[config.mk]
export PLATFORM = sky130hd
export DESIGN_NAME = tlbsc_mul
export DESIGN_NICKNAME = d
export VERILOG_FILES = /design/src/rtl/core/tlbsc_mul.sv
export SDC_FILE = /design/constraint.sdc
export NUM_CORES = 2
export LEC_CHECK = 0
export BUFFER_PORTS_ARGS = -buffer_cell sky130_fd_sc_hd__buf_4
export CAP_MARGIN = 10
export CORE_UTILIZATION = 56
export CTS_CLUSTER_DIAMETER = 40
export DETAILED_ROUTE_END_ITERATION = 8
export GPL_TIMING_DRIVEN = 0
export PLACE_DENSITY = 0.79
export SYNTH_ARGS = -nofsm -noshare
export SYNTH_HDL_FRONTEND = slang
export SYNTH_SLANG_ARGS = --single-unit
[constraint.sdc]
create_clock -name aclk -period 7.4 [get_ports aclk]
set_input_delay 0.37 -clock aclk [delete_from_list [all_inputs] [get_ports aclk]]
set_output_delay 0.37 -clock aclk [all_outputs]
set_load 0.005 [all_outputs]
[src/rtl/core/tlbsc_mul.sv]
// ----------------------------------------------------------------------------
// tlbsc_mul
// Shared multiplier with a registered product, reused for both steps of the
// reciprocal-based page-to-frame reduction.
// ----------------------------------------------------------------------------
module tlbsc_mul #(
    parameter int unsigned A_W = 20,
    parameter int unsigned B_W = 32
) (
    input  logic               aclk,
    input  logic               en,
    input  logic [A_W-1:0]     a,
    input  logic [B_W-1:0]     b,
    output logic [A_W+B_W-1:0] prod
);

    logic [A_W+B_W-1:0] prod_reg;

    always_ff @(posedge aclk) begin
        if (en) begin
            prod_reg <= (A_W+B_W)'(a) * (A_W+B_W)'(b);
        end
    end

    assign prod = prod_reg;

endmodule

### After elaboration in Yosys (flattened, before gate mapping)

Cells that the tools add are included.

| operators by class | value |
|---|---|
| add/sub/neg operators | 0 |
| $mul | 1 |
| div/mod/pow operators | 0 |
| magnitude comparators | 0 |
| equal/unequal tests | 0 |
| shift operators | 0 |
| mux-type cells | 0 |
| bitwise gates (word level) | 0 |
| reduce and logical (&&, ||, !) cells | 0 |

Operators by type and width:

| kind | number |
|---|---|
| $mul A20 B32 Y52 | 1 |

| storage, ports and cells | value |
|---|---|
| register bits | 52 |
| bits in latches | 0 |
| RAM bits | 0 |
| bits in read-only memories | 0 |
| output and inout port bits | 52 |
| logic and storage cells | 2 |
| memories | 0 |

### Logic depth before layout (Yosys ltp)

| depth | value |
|---|---|
| word-level depth | 1 |
| gate-level depth with buffers | 27 |

### Worst setup path after synthesis

OpenSTA, ideal clock, no wires.

| timing path | value |
|---|---|
| path kind | in2reg |
| from | input b[26] |
| to | register prod_reg[50], in the netlist prod[50] (data pin) |
| arrival | 6.171 ns |
| setup slack | 0.964 ns |
| stages | 24 |
| buffers on the path | 1 |
| cells stage by stage | clkbuf_1 nand2_1 fa_1 inv_1 fa_1 inv_1 fa_1 inv_1 fa_1 fa_1 fa_1 inv_1 fa_1 inv_1 ha_1 and3_1 and3_1 nand2_1 o32ai_2 a21oi_2 o31ai_4 nand2_1 o31ai_2 xor2_1 |

| between the ends | value |
|---|---|
| longest elaborated chain between the ends | 1 |

Ends and longest elaborated chain:

| element | line | source |
|---|---|---|
| start, declared | 13 | `input logic [B_W-1:0] b,` |
| $mul A20 B32 Y52 | 21 | `prod_reg <= (A_W+B_W)'(a) * (A_W+B_W)'(b);` |
| end signal, assigned | 21 |  |
| end, declared | 17 | `logic [A_W+B_W-1:0] prod_reg;` |

Every way passes these cells.
A chain may end at the register's enable or synchronous reset.

### Worst setup path in the final report

| timing path | value |
|---|---|
| from | input a[17] |
| to | register prod_reg[48], in the netlist prod[48] (data pin) |

| between the ends | value |
|---|---|
| longest elaborated chain between the ends | 1 |

Ends and longest elaborated chain:

| element | line | source |
|---|---|---|
| start, declared | 12 | `input logic [A_W-1:0] a,` |
| $mul A20 B32 Y52 | 21 |  |

Every way passes these cells.

==> impl_metrics.ini <==
[logic_synthesis]
synth_seq_cells = 52
number_of_warnings_issued_by_yosys = 0
ys_seq_area_share_pct = 7.06
synth_area_leader_cell = fa_1
dominantRegCellSynth = edfxtp_1
syn_area_per_cell_um2 = 9.18
netlist_top_cells_area = fa_1 49%, inv_1 9.6%, ha_1 9.2%, and2_1 8.5%, edfxtp_1 7.1%
synth_nets = 3162
ys_types = 55
synth_async_sr_flop_share_pct = 0
synth.top_cell.area_share_pct = 48.5
postSynthCellCount = 2410
synth_edf_count = 52
synthesis.area_um2 = 22100

[placement]
place_worst_setup_slack_ps = -442
globalplace.congestion = 1.00
dp_hpwl_um = 54600
io_buffer_count = 73

[cells_and_area]
layout.filler_cells = 3323
largest_register_ff_count = 52
n_antenna_cell = 0
layout-area-overhead-vs-synth_pct = 6.37
ratio_of_cells_with_drive_above_1_in_the_final_layout_pct = 5.99
nets = 3240

[timing]
min_period_ps = 7220
unrepaired_setup_endpoints_after_global_routing = false
slew_viol_final = 0
max_freq_mhz = 138
fin_setup_tns_ps = 0
worst_pin_slew_ps = 1020
setup-violations-final = 0
setup_slack_ps = 176
slew_headroom_pct = 32.1
timing.final.hold_violations = 0
timing.final.crit_share_pct = 97.6

[grt]
grt_antenna_before_repair = 0
grt.overflow.total = 0
grt_pass1_vias = 18910
global_route.usage.total_pct = 34.3
global_route_wire_length_before_repair_um = 104000
grt_start_max_net_pins = 53

[detailed_routing]
drt_iter0_drc = 1480
total_routed_length_um = 66400
detailroute.via_count = 17178
ant_nets = 0
avgRoutedWirePerCell_um = 22.1
avgViaCountPerCell = 5.71
drcViolationCount = 0
dr.pass1.iters = 6

[floorplanning]
core-area_um2 = 38800
initial_utilization_pct = 57.0
floorplan.io_pins = 106
die_ar_um2 = 40300
row_count = 72
floorplan.die.height_um = 201
die-width_um = 201

[worst_setup_path]
required_ps = 7460
startpoint_type = input port
cp_data_arrival_time_ps = 7280
worst-setup-path-type = input port to flop
crit_path_end_kind = flop
timing.critical_path.fanout_max = 10

[status]
outcome = complete, no violations

[clock_tree]
tritoncts.num_buffers = 5
clock_tree_from_tritoncts = done
clockBufferDepth = 2
clock-sinks = 52
htree_num_levels = 2
clk_pin_slew_worst_paths_ps = 80
root_buffer = clkbuf_16

[hold_path]
timing.hold.worst_path_depth = 1
min_to = prod[49]
hold_path_class = input port to flop
holdCritStartpoint = en

[run]
max_cap_violations = 0
[layout make-up]
type	count	area (um^2)	area share [%]
clock inverters	3	28.8	0.122
plain buffers	128	547	2.32
repair buffers	73	548	2.33
inverters	567	2130	9.05
flip-flops and latches	52	1560	6.64
clock buffers	5	125	0.532
well taps	518	648	2.75
multi-input cells	1661	17900	76.3
[per-stage QoR]
stage / area, um^2 / cells / hold slack (ps) / utilization (%)
after global placement: 23300 / 3001 / 766 / 60.1
final: 23500 / 3007 / 611 / 60.6
after floorplan: 22100 / 2410 / 482 / -
after detailed placement: 23300 / 3001 / 767 / 60.1
after CTS: 23500 / 3007 / 610 / 60.4
after global routing: 23500 / 3007 / 624 / 60.6
[cells in the final DEF, fill, tap and decap left out, drive strengths merged, types with 29 or more instances in the layout]
cell type	count
fa	536
buf	77
edfxtp	52
xnor2	29
clkbuf	129
and2	302
o21ai	30
nand2	381
ha	162
inv	570
a21oi	57
[worst max-delay path by stage]
stage	startpoint	end	slack [ps]	depth (start not counted)
floorplan	b[26]	prod[50]	960	24
global placement	a[4]	prod[45]	-300	23
detailed placement	a[5]	prod[45]	-440	22
CTS	a[4]	prod[45]	20	23
global route	b[6]	prod[48]	3	25
finish	a[17]	prod[48]	180	22
[metal layers]
metal  global-route usage (%)  vias up  part of all wire, %
li1                         -     7179                    -
met1                     42.3     8808                   35
met2                     55.7      937                   48
met3                     7.29      254                   10
met4                     20.7        0                  7.1
met5                        0        -                    0
[kinds of logic (layout without fill, tap and decap cells)]
group           Yosys count  in the layout  synth area share, %
simple gates            758            758                 16.9
fa+ha+maj               698            698                 57.7
buf+inv                 697            776                 11.9
compound gates          154            154                 4.54
flops                    52             52                 7.06
xor+xnor                 50             50                 1.98
mux                       1              1               0.0453
[synthesized netlist by cell type (4+ instances only)]
master,instances
a31oi_1,7
a21oi_1,54
nand3_1,11
ha_1,162
edfxtp_1,52
and2_1,302
xor2_1,21
o21bai_1,7
nor2_1,23
o21ai_1,5
and3_1,7
o211ai_1,4
o21ai_0,25
nand2b_1,4
or3_1,4
a21o_1,24
inv_1,567
clkbuf_1,127
nor2b_1,5
xnor2_1,29
fa_1,536
nand4_1,9
nand2_1,381
[worst max-delay path, stage by stage]
cell and delay, ps:
buf_4 150, clkbuf_1 640, and2_1 270, fa_1 430
fa_1 510, fa_1 430, fa_1 520, fa_1 440
fa_1 570, inv_1 70, fa_1 560, inv_1 60
ha_1 410, nand4_1 200, o211ai_1 170, a31oi_1 190
o32ai_2 310, a21oi_2 120, o31ai_4 400, nand3_2 150
a31oi_1 220, xor2_1 100
[timing repair]
| action | CTS | global route |
|---|---|---|
| setup buffers | 0 | 0 |
| gates resized for setup | 3 | 100 |
| setup endpoints to repair | 4 | 15 |
| hold buffers | 0 | 0 |
Power is left out: the tool's default activity adds up to more than one toggle a clock period on the data nets, which glitch-free logic cannot reach.
