===== src/rtl/core/tlbsc_pkg.sv =====
// ----------------------------------------------------------------------------
// tlbsc_pkg
// Shared types and constants of the second-chance TLB translation block.
// ----------------------------------------------------------------------------
package tlbsc_pkg;

    // Configuration port geometry: one register, word aligned.
    localparam int unsigned CFG_ADDR_W = 3;
    localparam logic        REG_MEMORY_WORDS = 1'b0;
    localparam int unsigned MEM_WORDS_W = 21;
    localparam logic [MEM_WORDS_W-1:0] MEM_WORDS_RESET = 21'h100000;

    // Outcome codes carried in the result's user field.
    localparam logic [1:0] OUTCOME_TLB_HIT   = 2'd0;
    localparam logic [1:0] OUTCOME_TABLE_HIT = 2'd1;
    localparam logic [1:0] OUTCOME_FAULT     = 2'd2;

    // Faulted-page map is organized as rows of 32 page bits.
    localparam int unsigned MAP_BIT_W = 5;
    localparam int unsigned MAP_ROW_W = 32;

    // Commands from the sequencer to the TLB entry array.
    typedef struct packed {
        logic touch;   // set the use bit of the matching entry
        logic fill;    // install into the next free slot
        logic sweep;   // one step of the second-chance clock hand
    } tlb_cmd_t;

    // Status from the TLB entry array back to the sequencer.
    typedef struct packed {
        logic hit;     // lookup page matches a filled entry
        logic full;    // every slot has been filled once
        logic victim;  // entry under the clock hand has its use bit clear
    } tlb_stat_t;

endpackage


===== src/rtl/core/tlbsc_tlb.sv =====
// ----------------------------------------------------------------------------
// tlbsc_tlb
// Fully associative TLB entries with use bits, fill count and the
// second-chance clock hand.
// ----------------------------------------------------------------------------
module tlbsc_tlb #(
    parameter int unsigned ENTRIES = 16,
    parameter int unsigned PAGE_W  = 20,
    parameter int unsigned FRAME_W = 8
) (
    input  logic                aclk,
    input  logic                aresetn,
    input  logic [PAGE_W-1:0]   page,
    input  logic [FRAME_W-1:0]  install_frame,
    input  tlbsc_pkg::tlb_cmd_t cmd,
    output logic [FRAME_W-1:0]  hit_frame,
    output tlbsc_pkg::tlb_stat_t stat
);

    localparam int unsigned IDX_W = (ENTRIES > 1) ? $clog2(ENTRIES) : 1;
    localparam int unsigned CNT_W = $clog2(ENTRIES + 1);

    logic [PAGE_W-1:0]  page_reg  [ENTRIES];
    logic [FRAME_W-1:0] frame_reg [ENTRIES];
    logic [ENTRIES-1:0] use_reg;
    logic [CNT_W-1:0]   fill_reg;
    logic [IDX_W-1:0]   hand_reg;

    logic [ENTRIES-1:0] match;
    logic [IDX_W-1:0]   hit_idx;
    logic [IDX_W-1:0]   hand_inc;
    logic               full;
    logic               victim;
    logic               do_install;
    logic [IDX_W-1:0]   slot;

    always_comb begin
        for (int i = 0; i < ENTRIES; i++) begin
            match[i] = (CNT_W'(i) < fill_reg) && (page_reg[i] == page);
        end
    end

    // Lowest matching entry; a page is never installed twice.
    always_comb begin
        hit_idx = '0;
        for (int i = ENTRIES - 1; i >= 0; i--) begin
            if (match[i]) begin
                hit_idx = IDX_W'(i);
            end
        end
    end

    assign full     = (fill_reg == CNT_W'(ENTRIES));
    assign victim   = !use_reg[hand_reg];
    assign hand_inc = (hand_reg == IDX_W'(ENTRIES - 1)) ? '0 : hand_reg + IDX_W'(1);

    assign do_install = cmd.fill || (cmd.sweep && victim);
    assign slot       = cmd.fill ? fill_reg[IDX_W-1:0] : hand_reg;

    always_ff @(posedge aclk) begin
        if (!aresetn) begin
            use_reg  <= '0;
            fill_reg <= '0;
            hand_reg <= '0;
        end else begin
            if (cmd.touch) begin
                use_reg[hit_idx] <= 1'b1;
            end
            if (cmd.fill) begin
                fill_reg <= fill_reg + CNT_W'(1);
            end
            if (cmd.sweep) begin
                hand_reg <= hand_inc;
                if (!victim) begin
                    use_reg[hand_reg] <= 1'b0;
                end
            end
            if (do_install) begin
                use_reg[slot] <= 1'b1;
            end
        end
    end

    always_ff @(posedge aclk) begin
        if (do_install) begin
            page_reg[slot]  <= page;
            frame_reg[slot] <= install_frame;
        end
    end

    assign hit_frame   = frame_reg[hit_idx];
    assign stat.hit    = |match;
    assign stat.full   = full;
    assign stat.victim = victim;

endmodule


===== config.mk =====
export PLATFORM = sky130hd
export DESIGN_NAME = tlbsc_tlb
export DESIGN_NICKNAME = d
export VERILOG_FILES = /design/src/rtl/core/tlbsc_pkg.sv /design/src/rtl/core/tlbsc_tlb.sv
export SDC_FILE = /design/constraint.sdc
export NUM_CORES = 1
export LEC_CHECK = 0
export BUFFER_PORTS_ARGS = -buffer_cell sky130_fd_sc_hd__buf_2
export CORE_UTILIZATION = 55
export DETAILED_ROUTE_END_ITERATION = 7
export PLACE_DENSITY = 0.71
export SLEW_MARGIN = 20
export SYNTH_ARGS = -nofsm -noshare
export SYNTH_HDL_FRONTEND = slang
export SYNTH_SLANG_ARGS = --single-unit

===== constraint.sdc =====
create_clock -name aclk -period 5.7 [get_ports aclk]
set_clock_uncertainty 0.1 [all_clocks]
set_input_delay 1.14 -clock aclk [delete_from_list [all_inputs] [get_ports aclk]]
set_output_delay 1.14 -clock aclk [all_outputs]
set_load 0.01 [all_outputs]

**Word level (Yosys, flattened, before mapping)**

Memories as Yosys holds them, arrays and structs flattened.
Index checks and enable logic that the tools add are counted.
Widths: inputs -> output; s select.

- Flip-flop bits (word level): 25
- Bits in writable memories: 448
- Input port bits: 33
- Output and inout port bits: 11
- Logic and storage cells: 108
- Memories kept: 2

- Add/subtract/negate cells: 2
- $lt $le $gt $ge: 22
- Equal/unequal tests: 18
- Muxes and demuxes: 34
- Bitwise gates (word level): 4
- Reductions and logical operators: 23

Memories:

| memory | depth | bits a word | read ports | clocked after memory_dff | write ports | RTL line | source |
|---|---|---|---|---|---|---|---|
| page_reg | 16 | 20 | 16 | 0 | 1 | tlbsc_tlb.sv:23 | `logic [PAGE_W-1:0] page_reg [ENTRIES];` |
| frame_reg | 16 | 8 | 1 | 0 | 1 | tlbsc_tlb.sv:24 | `logic [FRAME_W-1:0] frame_reg [ENTRIES];` |

Operators by type and width:

| cell | count |
|---|---|
| $eq 20x20->1 | 16 |
| $mux 16 | 6 |
| $mux 4 | 18 |
| $lt 4x5->1 const A | 8 |
| $or 16x16->16 | 2 |
| $logic_and 1x1->1 | 20 |
| $lt 3x5->1 const A | 4 |
| $and 16x16->16 | 1 |
| $not 16->16 | 1 |
| $reduce_or 16->1 | 1 |
| $lt 4x5->1 const B | 3 |
| $demux 1 s4 | 3 |
| $ge 4x1->1 const B | 3 |
| $lt 1x5->1 const A | 2 |
| $lt 2x5->1 const A | 2 |
| $mux 1 | 6 |
| $add 5x1->5 const B | 1 |
| $eq 5x5->1 const B | 1 |
| $add 4x1->4 const B | 1 |
| $bmux 1 s4 | 1 |
| $eq 4x4->1 const B | 1 |
| $logic_not 1->1 | 1 |
| $logic_or 1x1->1 | 1 |

**Longest topological paths before layout**

- Depth after elaboration: 31
- Mapped depth: 15
- Depth with buffers taken out: 11

**Least setup slack after synthesis**

No wires, ideal clock.

- Path type: in2out
- Start point: input page[12]
- End point: output hit_frame[3]
- Data arrival time: 3.863 ns
- Required time: 4.460 ns
- Setup slack: 0.597 ns
- Cell stages on the path: 14
- Buffers on the path: 3
- Path through: buf_2 buf_2 xnor2_1 nand4_1 nor4_2 o211ai_1 a2111oi_2 o311ai_2 a21oi_4 buf_12 mux2i_1 a22o_1 a221oi_1 and3_1

- Word-level cells in the longest chain between the ends: 19

Ends and longest elaborated chain:

| item | RTL line | source |
|---|---|---|
| from (decl) | tlbsc_tlb.sv:13 | `input logic [PAGE_W-1:0] page,` |
| $eq 20x20->1 | tlbsc_tlb.sv:39 | `match[i] = (CNT_W'(i) < fill_reg) && (page_reg[i] == page);` |
| $logic_and 1x1->1 | tlbsc_tlb.sv:39 |  |
| $mux 4 (15 in series) | tlbsc_tlb.sv:47 | `if (match[i]) begin` |
| $mux 4 (*) | tlbsc_tlb.sv:47 |  |
| $mem_v2 16x8 (*) | - |  |
| to (decl) | tlbsc_tlb.sv:16 | `output logic [FRAME_W-1:0] hit_frame,` |

Mark *: on every way between the ends. The rest lies on a longest branch, timed or not.

**Worst setup path after layout**

- Start point: input page[12]
- End point: output hit_frame[0]

Same word-level chain as after synthesis.

==> results by group <==
Power
  – P_int: 5.656 mW
  – Maximum vdd drop: 0.2507 mV
  – Leak: 8.136 nW
  – Gate power share: 0.068
  – Switch Pwr: 1.553 mW
  – Pwr dens: 294.4 nW/um^2
  – Total design power: 7.209 mW
  – Clock share of power: 0.394
  – Sequential share of power: 0.537
  – Sw Share: 0.2154

Global route
  – First-pass GRT wire length: 73,830 microns
  – Overall routing resource usage: 0.2596
  – Grt ovf: 0
  – Vias in the first global route: 11,970
  – Largest net degree at the start of global routing: 32
  – Initial antenna violation count: 0

Floorplan
  – Initial Utilization: 0.5589
  – Core area: 36,520 sq um
  – Die Width: 194.6 microns
  – Cell row count: 70
  – Die ar.: 37,880 sq um
  – Die Y: 194.6 microns
  – Num ports: 44

Synthesis
  – Seq cells post-synth: 473
  – Synthesized area: 20,410 sq um
  – Cell taking the most area after synthesis: edfxtp_1
  – Sequential area share after synthesis: 0.6836
  – YS warnings: 0
  – Top cell type's share of synthesized area: 0.6591
  – Post-synth net total: 1,391
  – Post-synth top flop: edfxtp_1
  – Post-synth EDFFs: 448
  – Unique masters post-synth: 60
  – Post-synth ARST share: 0
  – Area contributors post-synth: edfxtp_1, xnor2_1, xor2_1, dfxtp_1, nand4_1
  – Syn_area_per_cell: 15.10 sq um
  – Syn Inst Count: 1,352

STA
  – Fin crit period: 5.704 ns
  – Final hold violations: 0
  – RSZ-0062 raised after global routing: yes
  – Crit share post-route: 1.001
  – Setup WS post-layout: -0.004231 ns
  – Rel. slew slack: 0.3691
  – Actual slew at the worst max-slew pin: 0.9453 ns
  – Max Freq: 0.1753 GHz
  – Final setup viols: 1
  – Count of final max-slew check failures: 0

Final layout
  – Filler cells: 2,465
  – Fin nets: 1,593
  – Max reg flops: 320
  – Ant. Diodes: 0
  – Final Core Density: 0.6703
  – Share of cells above drive strength 1: 0.2438
  – Multi-input gate area: 6396 sq um
  – Area growth, synth to finish: 19.95%
  – Storage cell area: 13,950 sq um

Setup path
  – Reg2reg end: page_reg[6][8]
  – R2R Path Start: hand_reg[0]
  – WS Path Type: in -> out
  – Crit path launch type: input port
  – Worst EP required: 4.46 ns
  – Reg2Reg Setup Slack: 1.42 ns
  – CP endpoint kind: output pin
  – Crit path max fanout: 8
  – Critical path arrival: 4.46 ns
  – Worst r2r path cells: 7

Flow run
  – # Max-Cap Violations: 0

Placement
  – RePlAce Congestion: 0.8592
  – Port buffer count: 43
  – HPWL after DPL: 31,380 microns
  – Pre-CTS setup slack: -0.2121 ns

Route
  – Vias per cell: 5.959
  – Total wire length: 48,810 microns
  – Drt wl/cell: 23.80 microns
  – Drt first pass iters: 5
  – Remaining DRCs: 0
  – ANT nets after route: 0
  – Initial DRC count: 1,333
  – Routed vias: 12,220

Hold path
  – Worst hold path depth: 2
  – Worst Hold Class: reg -> reg
  – Hold endpoint: use_reg[7]
  – Hold_sp: use_reg[7]

Outcome
  – Status: complete, but fails checks
  – Failing checks: negative setup slack

Clock network
  – # clock sinks: 473
  – # H-tree levels: 2
  – Clock-pin slew on the worst setup and hold paths: 0.06 ns
  – Worst-Skew Late Latency: 0.55 ns
  – CTS tree: yes
  – CTS buffer count: 47
  – CTS Root Buffer Type: clkbuf_16
  – Worst-case clock buffer depth: 3
  – Hold bufs inserted after CTS: 0
-- critical path, cell delays in order --
cell and delay, ns:
buf_6 0.09, buf_12 0.14, xor2_2 0.16, nor4_2 0.31
nand4_1 0.22, or3_4 0.39, buf_6 0.13, a311oi_4 0.27
o211ai_1 0.14, a21o_2 0.31, nor3b_4 0.19, buf_6 0.15
a22o_4 0.26, a221oi_4 0.19, and3_1 0.21, buf_2 0.14
-- worst max path at each step --
stage	from	endpoint	slack [ns]	cells after the start
after CTS	page[15]	hit_frame[4]	0.002	18
final	page[12]	hit_frame[0]	-0.004	16
after global placement	page[9]	hit_frame[1]	-0.22	15
after floorplan	page[12]	hit_frame[3]	0.60	14
after detailed placement	page[19]	hit_frame[0]	-0.21	15
after global routing	page[5]	hit_frame[0]	-0.09	17
-- placed cells by master, fill, tap and decap left out, drive strengths merged, types with 6 or more instances in the layout --
cell	count
edfxtp	448
xor2	122
nand2	45
mux2i	34
or4	8
o21a	12
and3	14
and2	10
o21ai	9
a22oi	8
a221oi	8
nor2	42
nand3	16
a31oi	43
nand4	62
inv	11
a21oi	33
a22o	8
nor3	15
xnor2	203
ha	6
nor4	35
buf	228
dfxtp	25
nand2b	6
a311o	8
clkinv	18
clkbuf	57
-- timing repair --
action,4_1_cts,5_1_grt
cloned,1,2
pin swaps,26,36
setup endpoints to repair,8,8
buffers inserted,14,8
resized for setup,53,82
-- stage by stage --
step	cells	area, sq um	TNS [ns]	hold slack, ns
2_1_floorplan	1352	20410	0	0.3508
3_3_place_gp	1952	22270	-1.595	0.3626
3_5_place_dp	1952	22270	-1.570	0.3862
4_1_cts	2044	24030	0	0.4005
5_1_grt	2051	24480	-0.4669	0.4195
6_report	2051	24480	-0.004231	0.4026
-- power by group through the flow --
stage	sequential, mW	combinational, mW	clock [mW]
global placement	3.95	0.446	0
detailed placement	3.95	0.455	0
global route	3.88	0.523	3.00
finish	3.87	0.493	2.84
floorplan	3.94	0.253	0
CTS	3.87	0.471	2.87
-- synth_stat cells (6+ instances only) --
cell type,instances
inv_1,10
nand4_1,62
nand2_1,45
buf_6,12
clkbuf_1,20
nand2b_1,6
a221oi_1,8
mux2i_1,34
ha_1,6
a31oi_1,43
buf_4,13
and2_1,10
nor3_1,13
o21a_1,12
dfxtp_1,25
o21ai_0,9
a22o_1,8
xnor2_1,203
or4_1,8
nor2_1,42
a21oi_1,32
a311o_1,8
xor2_1,122
nor4_1,33
and3_1,14
buf_2,25
a22oi_1,8
nand3_1,16
edfxtp_1,448
-- kinds of logic after synthesis --
kind of cell / share of synthesized area
adders and majority gates: 0.003678
and+or+nand+nor: 0.07436
DFF: 0.6836
buffers and inverters: 0.02624
xor gates and xnor gates: 0.1395
muxes: 0.02109
AOI/OAI and AO/OA: 0.05155
-- layout make-up --
class	count	share of cell area
Sequential cell	473	0.5699
Multi-Input combinational cell	792	0.2613
Timing Repair Buffer	230	0.08698
Clock buffer	55	0.04968
Tap cell	468	0.02392
Clock inverter	23	0.006695
Inverter	10	0.001533
-- layer usage --
| metal | vias up | track usage | wire length, microns |
|---|---|---|---|
| met3 | 73 | 0.03748 | 3328 |
| met1 | 6207 | 0.3876 | 21610 |
| li1 | 5472 | - | - |
| met5 | - | 0 | 0 |
| met2 | 470 | 0.4036 | 23000 |
| met4 | 0 | 0.06290 | 874 |
(Power assumes the default switching activity.)
